File: src/hw/rtl/hks_pkg.sv
// shared types and constants for the hid keystroke token sequencer
package hks_pkg;

	localparam logic [15:0] DEBOUNCE_RELOAD_RST = 16'd250;
	localparam logic [7:0]  FRAME_DIVIDE_RST    = 8'd2;

	typedef enum logic [3:0] {
		PH_IDLE   = 4'd0,
		PH_START  = 4'd1,
		PH_FETCH  = 4'd2,
		PH_KDOWN  = 4'd3,
		PH_KUP    = 4'd4,
		PH_MDOWN  = 4'd5,
		PH_MKDOWN = 4'd6,
		PH_MKUP   = 4'd7,
		PH_MUP    = 4'd8,
		PH_PAUSE  = 4'd9
	} phase_t;

	typedef enum logic [2:0] {
		ACT_NONE  = 3'd0,
		ACT_OPEN  = 3'd1,
		ACT_CLOSE = 3'd2,
		ACT_KDOWN = 3'd3,
		ACT_KUP   = 3'd4,
		ACT_MDOWN = 3'd5,
		ACT_MUP   = 3'd6
	} action_t;

	typedef enum logic [0:0] {
		CFG_DEBOUNCE_RELOAD = 1'b0,
		CFG_FRAME_DIVIDE    = 1'b1
	} cfg_index_t;

	typedef struct packed {
		logic        keyboard_enabled;
		logic [10:0] frame_number;
		logic        button_pressed;
		logic        token_available;
		logic [15:0] token_word;
	} tick_t;

	typedef struct packed {
		action_t     action;
		logic [7:0]  key_code;
		logic [7:0]  modifier_mask;
		logic        token_taken;
		logic [7:0]  led_level;
		logic        led_update;
	} result_t;

endpackage

File: src/hw/rtl/hks_in_reg.sv
// input register stage holding one tick beat
module hks_in_reg (
	input  logic          clk,
	input  logic          arst_n,
	input  logic          tick_valid,
	output logic          tick_stall,
	input  hks_pkg::tick_t tick,
	input  logic          advance,
	output logic          valid_s1,
	output hks_pkg::tick_t tick_s1
);

	logic load;

	assign tick_stall = valid_s1 && !advance;
	assign load       = tick_valid && !tick_stall;

	always_ff @(posedge clk or negedge arst_n) begin
		if (!arst_n) begin
			valid_s1 <= 1'b0;
		end else if (load) begin
			valid_s1 <= 1'b1;
		end else if (advance) begin
			valid_s1 <= 1'b0;
		end
	end

	always_ff @(posedge clk) begin
		if (load) begin
			tick_s1 <= tick;
		end
	end

endmodule

File: src/hw/rtl/hks_core.sv
// playback state, configuration registers and per-tick result logic
module hks_core (
	input  logic            clk,
	input  logic            arst_n,
	input  logic            cfg_we,
	input  logic [0:0]      cfg_index,
	input  logic [15:0]     cfg_data,
	input  logic            advance,
	input  hks_pkg::tick_t  tick_s1,
	output hks_pkg::result_t res
);

	logic [15:0]     debounce_reload_q;
	logic [7:0]      frame_divide_q;
	hks_pkg::phase_t phase_q, phase_d;
	logic [7:0]      prescale_q, prescale_d;
	logic [7:0]      pause_q, pause_d;
	logic [15:0]     debounce_q, debounce_d;
	logic [15:0]     held_q, held_d;

	logic [7:0]  pre_inc;
	logic [7:0]  pause_dec;
	logic [15:0] deb_dec;
	logic        active;

	always_ff @(posedge clk or negedge arst_n) begin
		if (!arst_n) begin
			debounce_reload_q <= hks_pkg::DEBOUNCE_RELOAD_RST;
			frame_divide_q    <= hks_pkg::FRAME_DIVIDE_RST;
		end else if (cfg_we) begin
			unique case (hks_pkg::cfg_index_t'(cfg_index))
				hks_pkg::CFG_DEBOUNCE_RELOAD: debounce_reload_q <= cfg_data;
				hks_pkg::CFG_FRAME_DIVIDE:    frame_divide_q    <= cfg_data[7:0];
				default: ;
			endcase
		end
	end

	assign pre_inc   = prescale_q + 8'd1;
	assign pause_dec = pause_q - 8'd1;
	assign deb_dec   = (debounce_q != 16'd0) ? debounce_q - 16'd1 : debounce_q;
	// compare is greater-or-equal so a divide below the count fires at once
	assign active    = tick_s1.keyboard_enabled && (pre_inc >= frame_divide_q);

	always_comb begin
		phase_d    = phase_q;
		prescale_d = prescale_q;
		pause_d    = pause_q;
		debounce_d = debounce_q;
		held_d     = held_q;
		res        = '0;
		res.action = hks_pkg::ACT_NONE;
		if (tick_s1.keyboard_enabled) begin
			if (active) begin
				prescale_d     = 8'd0;
				res.led_update = 1'b1;
				res.led_level  = tick_s1.frame_number[8:1];
				debounce_d     = deb_dec;
				unique case (phase_q)
					hks_pkg::PH_IDLE: begin
						if (tick_s1.button_pressed && deb_dec == 16'd0) begin
							phase_d    = hks_pkg::PH_START;
							debounce_d = debounce_reload_q;
						end
					end
					hks_pkg::PH_START: begin
						res.action = hks_pkg::ACT_OPEN;
						phase_d    = hks_pkg::PH_FETCH;
					end
					hks_pkg::PH_FETCH: begin
						if (!tick_s1.token_available) begin
							res.action = hks_pkg::ACT_CLOSE;
							phase_d    = hks_pkg::PH_IDLE;
						end else begin
							res.token_taken = 1'b1;
							held_d          = tick_s1.token_word;
							if (tick_s1.token_word[7:0] == 8'd0) begin
								// pause token, zero length wraps to 256
								pause_d = tick_s1.token_word[15:8];
								phase_d = hks_pkg::PH_PAUSE;
							end else if (tick_s1.token_word[15:8] == 8'd0) begin
								phase_d = hks_pkg::PH_KDOWN;
							end else begin
								phase_d = hks_pkg::PH_MDOWN;
							end
						end
					end
					hks_pkg::PH_KDOWN: begin
						res.action   = hks_pkg::ACT_KDOWN;
						res.key_code = held_q[7:0];
						phase_d      = hks_pkg::PH_KUP;
					end
					hks_pkg::PH_KUP: begin
						res.action   = hks_pkg::ACT_KUP;
						res.key_code = held_q[7:0];
						phase_d      = hks_pkg::PH_FETCH;
					end
					hks_pkg::PH_MDOWN: begin
						res.action        = hks_pkg::ACT_MDOWN;
						res.modifier_mask = held_q[15:8];
						phase_d           = hks_pkg::PH_MKDOWN;
					end
					hks_pkg::PH_MKDOWN: begin
						res.action   = hks_pkg::ACT_KDOWN;
						res.key_code = held_q[7:0];
						phase_d      = hks_pkg::PH_MKUP;
					end
					hks_pkg::PH_MKUP: begin
						res.action   = hks_pkg::ACT_KUP;
						res.key_code = held_q[7:0];
						phase_d      = hks_pkg::PH_MUP;
					end
					hks_pkg::PH_MUP: begin
						res.action        = hks_pkg::ACT_MUP;
						res.modifier_mask = held_q[15:8];
						phase_d           = hks_pkg::PH_FETCH;
					end
					hks_pkg::PH_PAUSE: begin
						pause_d = pause_dec;
						if (pause_dec == 8'd0) begin
							phase_d = hks_pkg::PH_FETCH;
						end
					end
					default: begin
						phase_d = hks_pkg::PH_IDLE;
					end
				endcase
			end else begin
				prescale_d = pre_inc;
			end
		end
	end

	always_ff @(posedge clk or negedge arst_n) begin
		if (!arst_n) begin
			phase_q    <= hks_pkg::PH_START;
			prescale_q <= 8'd0;
			pause_q    <= 8'd0;
			debounce_q <= 16'd0;
			held_q     <= 16'd0;
		end else if (advance) begin
			phase_q    <= phase_d;
			prescale_q <= prescale_d;
			pause_q    <= pause_d;
			debounce_q <= debounce_d;
			held_q     <= held_d;
		end
	end

`ifndef NO_ASSERTIONS
	a_taken_only_in_fetch: assert property (@(posedge clk) disable iff (!arst_n)
		advance && res.token_taken |-> phase_q == hks_pkg::PH_FETCH)
		else $error("token taken outside fetch phase");

	a_action_needs_active: assert property (@(posedge clk) disable iff (!arst_n)
		advance && res.action != hks_pkg::ACT_NONE |-> res.led_update)
		else $error("action on an inactive tick");

	a_restart_reloads: assert property (@(posedge clk) disable iff (!arst_n)
		advance && active && phase_q == hks_pkg::PH_IDLE && tick_s1.button_pressed
		&& debounce_q <= 16'd1
		|=> phase_q == hks_pkg::PH_START && debounce_q == $past(debounce_reload_q))
		else $error("button restart did not reload debounce");
`endif

endmodule

File: src/hw/rtl/hks_out_reg.sv
// result register holding one result beat until taken
module hks_out_reg (
	input  logic             clk,
	input  logic             arst_n,
	input  logic             advance,
	input  hks_pkg::result_t res,
	output logic             result_valid,
	input  logic             result_stall,
	output hks_pkg::result_t result
);

	always_ff @(posedge clk or negedge arst_n) begin
		if (!arst_n) begin
			result_valid <= 1'b0;
		end else if (advance) begin
			result_valid <= 1'b1;
		end else if (!result_stall) begin
			result_valid <= 1'b0;
		end
	end

	always_ff @(posedge clk) begin
		if (advance) begin
			result <= res;
		end
	end

endmodule

File: src/hw/rtl/hid_keystroke_token_sequencer.sv
// top level of the hid keystroke token sequencer
//
//  channel   direction  handshake                      payload
//  tick      in         tick_valid / tick_stall        hks_pkg::tick_t
//  result    out        result_valid / result_stall    hks_pkg::result_t
//  cfg       in         cfg_we                         cfg_index, cfg_data
//
// one tick beat in per cycle while tick_stall is low; its result beat leaves from the result register
// the tick passes an input register, then the playback logic writes the result register
// state and result register update together, so results leave in tick order
// reset puts playback in the start phase with all counts zero
// a stalled result holds the pipeline; one tick still fits in the input register
module hid_keystroke_token_sequencer (
	input  logic             clk,
	input  logic             arst_n,
	input  logic             tick_valid,
	output logic             tick_stall,
	input  hks_pkg::tick_t   tick,
	output logic             result_valid,
	input  logic             result_stall,
	output hks_pkg::result_t result,
	input  logic             cfg_we,
	input  logic [0:0]       cfg_index,
	input  logic [15:0]      cfg_data
);

	logic             valid_s1;
	logic             advance;
	hks_pkg::tick_t   tick_s1;
	hks_pkg::result_t res;

	assign advance = valid_s1 && (!result_valid || !result_stall);

	hks_in_reg u_in_reg (
		.clk        (clk),
		.arst_n     (arst_n),
		.tick_valid (tick_valid),
		.tick_stall (tick_stall),
		.tick       (tick),
		.advance    (advance),
		.valid_s1   (valid_s1),
		.tick_s1    (tick_s1)
	);

	hks_core u_core (
		.clk       (clk),
		.arst_n    (arst_n),
		.cfg_we    (cfg_we),
		.cfg_index (cfg_index),
		.cfg_data  (cfg_data),
		.advance   (advance),
		.tick_s1   (tick_s1),
		.res       (res)
	);

	hks_out_reg u_out_reg (
		.clk          (clk),
		.arst_n       (arst_n),
		.advance      (advance),
		.res          (res),
		.result_valid (result_valid),
		.result_stall (result_stall),
		.result       (result)
	);

`ifndef NO_ASSERTIONS
	a_stall_means_full: assert property (@(posedge clk) disable iff (!arst_n)
		tick_stall |-> valid_s1 && result_valid && result_stall)
		else $error("tick stalled with room in the pipeline");

	a_advance_fills_result: assert property (@(posedge clk) disable iff (!arst_n)
		advance |=> result_valid)
		else $error("advanced beat did not reach result register");
`endif

endmodule

File: config.mk
export PLATFORM = sky130hd
export DESIGN_NAME = hid_keystroke_token_sequencer
export DESIGN_NICKNAME = d
export VERILOG_FILES = /design/src/hw/rtl/hks_pkg.sv /design/src/hw/rtl/hks_in_reg.sv /design/src/hw/rtl/hks_core.sv /design/src/hw/rtl/hks_out_reg.sv /design/src/hw/rtl/hid_keystroke_token_sequencer.sv
export SDC_FILE = /design/constraint.sdc
export NUM_CORES = 1
export LEC_CHECK = 0
export ABC_AREA = 1
export BUFFER_PORTS_ARGS = -buffer_cell sky130_fd_sc_hd__buf_2
export CAP_MARGIN = 20
export CORE_ASPECT_RATIO = 1.75
export CORE_UTILIZATION = 50
export DETAILED_ROUTE_END_ITERATION = 8
export PLACE_DENSITY = 0.7
export SETUP_SLACK_MARGIN = 0.02
export SLEW_MARGIN = 20
export SYNTH_ARGS = -nofsm -noshare
export SYNTH_HDL_FRONTEND = slang
export SYNTH_SLANG_ARGS = --single-unit
File: constraint.sdc
create_clock -name clk -period 2.95 [get_ports clk]
set_input_delay 0.295 -clock clk [delete_from_list [all_inputs] [get_ports clk]]
set_output_delay 0.295 -clock clk [all_outputs]
set_load 0.005 [all_outputs]
# Word level (Yosys, flattened, before mapping)
# Index checks and enable logic that the tools add are counted.
# op_classes
add_sub_neg	3
order_cmp	1
eq_ne	14
muxes	21
n_bitwise	1
n_reduce_logical	34
# op_table
cell	n
2-to-1 mux 16 bit	3
case mux 4 bit (8 select lines)	1
logical NOT 8 bit	3
2-to-1 mux 8 bit	3
case mux 3 bit (6 select lines)	1
== test 4 x 3 -> 1 bit (second input constant)	4
logical NOT 16 bit	1
2-to-1 mux 4 bit	4
case mux 8 bit (2 select lines)	1
nonzero test 16 bit	1
subtractor 16 x 1 -> 16 bit (second input constant)	1
AND reduction 3 bit	4
AND reduction 5 bit	2
adder 8 x 1 -> 8 bit (second input constant)	1
== test 4 x 2 -> 1 bit (second input constant)	2
== test 4 bit (second input constant)	2
>= comparator 8 bit	1
inequality test 2 x 1 -> 1 bit (second input constant)	4
AND reduction 2 bit	4
subtractor 8 x 1 -> 8 bit (second input constant)	1
2-to-1 mux 1 bit	6
AND reduction 6 bit	1
OR reduction 2 bit	3
logical AND 1 bit	5
other kinds (11)	15
# totals
ff_bits	135
inputBits	52
wordCells	94

# Logic depth before layout (Yosys ltp)
# logic_depth
depth_word	8
mapped_depth	18
mapped_depth_nobuf	17

# Modules after synthesis
# A second synthesis with hierarchy kept.
# unflattened
hier_cells	751
hier_area_um2	6648.9
# modules_own_cells
module	n_inst	cells_per_inst	area_each_um2	seq_area_each_um2
hks_core	1	679	4770.8	1911.8
hks_in_reg	1	37	958.4	925.9
hks_out_reg	1	33	907.1	895.9
hid_keystroke_token_sequencer	1	2	12.5	0.0

# Least setup slack after synthesis
# OpenSTA, ideal clock, no wires.
# synth_timing
path_type	register to register
startpoint	register u_out_reg.result_valid
endpoint	register u_core.pause_q[0]
setup_time_ns	0.127
arrival_time_ns	2.466
required_time_ns	2.823
path_slack_ns	0.357
path_stages_with_launch	10
n_path_buf	1
synth_period_minus_slack_ns	2.593
cell_sequence	dfrtp_1 -> a21oi_2 -> nand2_1 -> inv_1 -> nand2_1 -> inv_2 -> nand2_1 -> inv_2 -> buf_4 -> o21ai_0
# synth_between
elab_chain_cells	4
# synth_lines
element	line	rtl
start: declaration	hks_out_reg.sv:7	output logic result_valid,
start signal: assignment	hks_out_reg.sv:14	result_valid <= 1'b0;
start signal: assignment	hks_out_reg.sv:16	result_valid <= 1'b1;
start signal: assignment	hks_out_reg.sv:18	result_valid <= 1'b0;
logical NOT 1 bit	hid_keystroke_token_sequencer.sv:32	assign advance = valid_s1 && (!result_valid || !result_stall);
logical OR 1 bit	hid_keystroke_token_sequencer.sv:32	
logical AND 1 bit	hid_keystroke_token_sequencer.sv:32	
net advance	hid_keystroke_token_sequencer.sv:28	logic advance;
AND reduction 6 bit (no source line)	n/a	
end signal: assignment	hks_core.sv:144	pause_q <= pause_d;
end: declaration	hks_core.sv:17	logic [7:0] pause_q, pause_d;
# The timed path passes the listed nets, and every way through them passes these cells.
# A chain may end at the register's enable or synchronous reset.

# Worst setup path after layout
# layout_timing
startpoint	register u_core.prescale_q[0]
endpoint	register u_core.held_q[5]
# layout_between
elab_chain_cells	4
# layout_lines
element	line	rtl
start: declaration	hks_core.sv:16	logic [7:0] prescale_q, prescale_d;
start signal: assignment	hks_core.sv:143	prescale_q <= prescale_d;
adder 8 x 1 -> 8 bit	hks_core.sv:39	assign pre_inc = prescale_q + 8'd1;
>= comparator 8 bit	hks_core.sv:43	assign active = tick_s1.keyboard_enabled && (pre_inc >= frame_divide_q);
logical AND 1 bit	hks_core.sv:43	
AND reduction 5 bit (no source line)	n/a	
end signal: assignment	hks_core.sv:146	held_q <= held_d;
end: declaration	hks_core.sv:19	logic [15:0] held_q, held_d;
# Every way passes these cells.

==> impl_metrics.ini <==
[cells_and_area]
drive_gt1_share_pct = 22.8
fin_area_um2 = 7780
syn_to_final_growth_pct = 19.4
nets = 873
num_antenna_cells = 0
mostFrequentLayoutCells = 134 x nand2_1, 103 x inv_1, 88 x nor2_1, 78 x buf_2, 69 x dfrtp_1
mostFrequentLayoutCell = nand2_1

[synth]
synthSimpleGateAreaFrac_pct = 22.2
ys_warn_count = 0
synth_top_family_by_area = simple AND/OR/NAND/NOR gates
ys_types = 42
syn-cell-area_um2 = 6510
synth.avg_cell_area_um2 = 9.11
ys.flop_type = dfrtp_1
ys_ff_latch = 134
ys_seq_area_share_pct = 55.9
synth_xor_area_share_pct = 1.61
synth_compound_area_share_pct = 8.55
synth_nets = 780
synthArstFlopShare_pct = 58.2
netlist_instances = 715
synthMuxAreaShare_pct = 1.54
synth_adder_area_share_pct = 2.50
synth-edff-count = 56

[pwr]
fin_total_pwr_mw = 6.36
p_leak_nw = 3.58
vdd_drop_max_mv = 0.457
pwr_density_cell_nw_per_um2 = 818

[global_routing]
grt_pass1_vias = 5222
antenna_found_initial = 0
grt_pass1_wl_um = 23900
grt_start_max_net_pins = 79
track_usage_pct = 23.2
grt_overflow = 0

[routing]
avgViaCountPerCell = 5.10
ant_nets = 0
wl_um = 14200
drc = 0
vias = 5045
wire_per_inst_um = 14.4
dr.first_iter.drc_count = 294
firstDrtPassIters = 4

[placed_design]
post-dp-hpwl_um = 10200
io_buffer_count = 79
place_congestion = 0.887
place_area_um2 = 7090

[clock_network]
htree_levels = 4
clk_path_buf_depth = 2
cts_made_buffers = 17
cts-root-buf = clkbuf_16
clock_latency_ns = 0.42
clkTransAtPathRegs_ns = 0.06
cts_tree = built
clock-sinks = 134

[floorplanning]
coreArea_um2 = 12600
std_cell_rows = 54
initial_utilization_pct = 51.8
die_w_um = 88.3
die_y_um = 153
ios = 83
dieArea_um2 = 13500

[worst_setup_path]
end_kind = flop
reg2regPathDepth = 17
crit_path_max_fanout = 32
critPathKind = flop to flop
critPathLaunchType = flop
crit_arrival_ns = 3.00
required_ns = 3.24

[timing]
layout_min_cycle_time_ns = 2.70
post-route-period-util_pct = 91.7
worst_pin_slew_ns = 0.813
maxSlewViolCount = 0
hold_violations = 0
timing.fmax_mhz = 370
skew_ns = 0.0105
slew_headroom_pct = 45.7
setup_viol = 0
fin_setup_tns_ns = 0

[hold_path]
min_path_cells = 1
hold_path.class = primary input to flop

[flow_run]
cap_viol_max_count = 0

[run_status]
status = completed
==> power breakdown <==
group / switching, mW / leakage (nW) / internal [mW]
clock: 0.870 / 0.297 / 1.36
sequential: 0.274 / 1.47 / 2.29
combinational: 1.01 / 1.82 / 0.556
total: 2.15 / 3.58 / 4.21
==> sequential cells by signal, summed over array words and instances, names as in the netlist, 4 cells and up <==
| signal | cells |
|---|---|
| u_core.debounce_reload_q | 16 |
| u_core.debounce_q | 16 |
| u_core.frame_divide_q | 8 |
| u_in_reg.tick_s1 | 27 |
| u_core.phase_q | 4 |
| u_out_reg.result | 29 |
| u_core.prescale_q | 8 |
| u_core.pause_q | 8 |
| u_core.held_q | 16 |
==> through the flow <==
step / cells / hold slack (ns) / worst slack (ns) / utilization, %
detailed placement: 953 / 0.473 / 0.0850 / 56.4
CTS: 985 / 0.0350 / 0.0480 / 61.4
global route: 989 / 0.0291 / -0.0298 / 61.9
floorplan: 715 / -0.000591 / 0.357 / -
finish: 989 / 0.0497 / 0.245 / 61.9
global placement: 953 / 0.471 / 0.125 / 56.4
==> area by class of cell <==
cell class,count,area [um2]
fill,1081,4790
sequential,134,3640
multi-input combinational,455,2400
timing repair buffer,90,490
clock buffer,18,429
inverter,110,413
tap,168,210
clock inverter,14,189
==> critical path, cell delays in order (launching register included) <==
cell and delay (ns):
dfrtp_2 0.44, ha_1 0.23, nand2_1 0.09, nor2_1 0.06, nand2_1 0.08, xor2_1 0.20
inv_1 0.07, ha_1 0.27, nand2_1 0.08, nor2_2 0.15, nand4_1 0.11, o2111ai_2 0.14
nand2_2 0.13, nor2_2 0.11, nand2_1 0.07, buf_6 0.20, nor2_1 0.11, a21oi_1 0.05
==> layer usage <==
metal / global-route usage (%) / part of all wire [%]
met3: 5.13 / 3.2
met2: 41.1 / 55
met5: 0 / 0
met4: 12.6 / 4.3
met1: 24.7 / 38
==> cell usage after synthesis (2+ instances only) <==
library cell  count  area (um2)
a21oi_1          40         200
buf_2             4        20.0
buf_4             2        15.0
buf_6             2        22.5
clkbuf_1          8        30.0
clkinv_1          2        7.51
dfrtp_1          70        1750
dfstp_2           8         210
edfxtp_1         56        1680
ha_1             13         163
inv_1           103         387
inv_2             5        18.8
mux2_2            8        90.1
nand2_1         138         518
nand2_2          11        68.8
nand3_1          29         145
nand3_2           2        20.0
nand4_1          19         119
nor2_1           89         334
nor2_2           11        68.8
nor2_4            7        78.8
nor2_8            2        40.0
nor3_1            3        15.0
o21ai_0          38         190
o21ai_1          17        85.1
o31ai_1           2        15.0
xnor2_1           3        26.3
xor2_1            9        78.8
==> cell families (layout without fill, tap and decap cells) <==
family,Yosys count,count (layout)
flops,134,134
mux,9,9
xor+xnor,12,12
buf+inv,126,232
compound gates,105,105
fa+ha+maj,13,13
simple gates,316,316
==> worst paths after layout <==
check | start | to | slack, ns
worst min-delay path | tick[9] | u_in_reg.tick_s1[9] | 0.05
min in group asynchronous | arst_n | u_core.held_q[8] | 0.46
max in group asynchronous | arst_n | u_core.prescale_q[0] | 1.92
worst min register to register | u_core.frame_divide_q[2] | u_core.frame_divide_q[2] | 0.49
worst max-delay path | u_core.prescale_q[0] | u_core.held_q[5] | 0.25
worst max register to register | u_core.prescale_q[0] | u_core.held_q[5] | 0.25
==> repair_timing <==
item	CTS	global route
endpoints found under the hold margin	0	51
resized for setup	0	10
buffers inserted	0	3
hold buffers	0	1
endpoints found under the setup margin	0	60
Power figures use the tool's default switching activity.
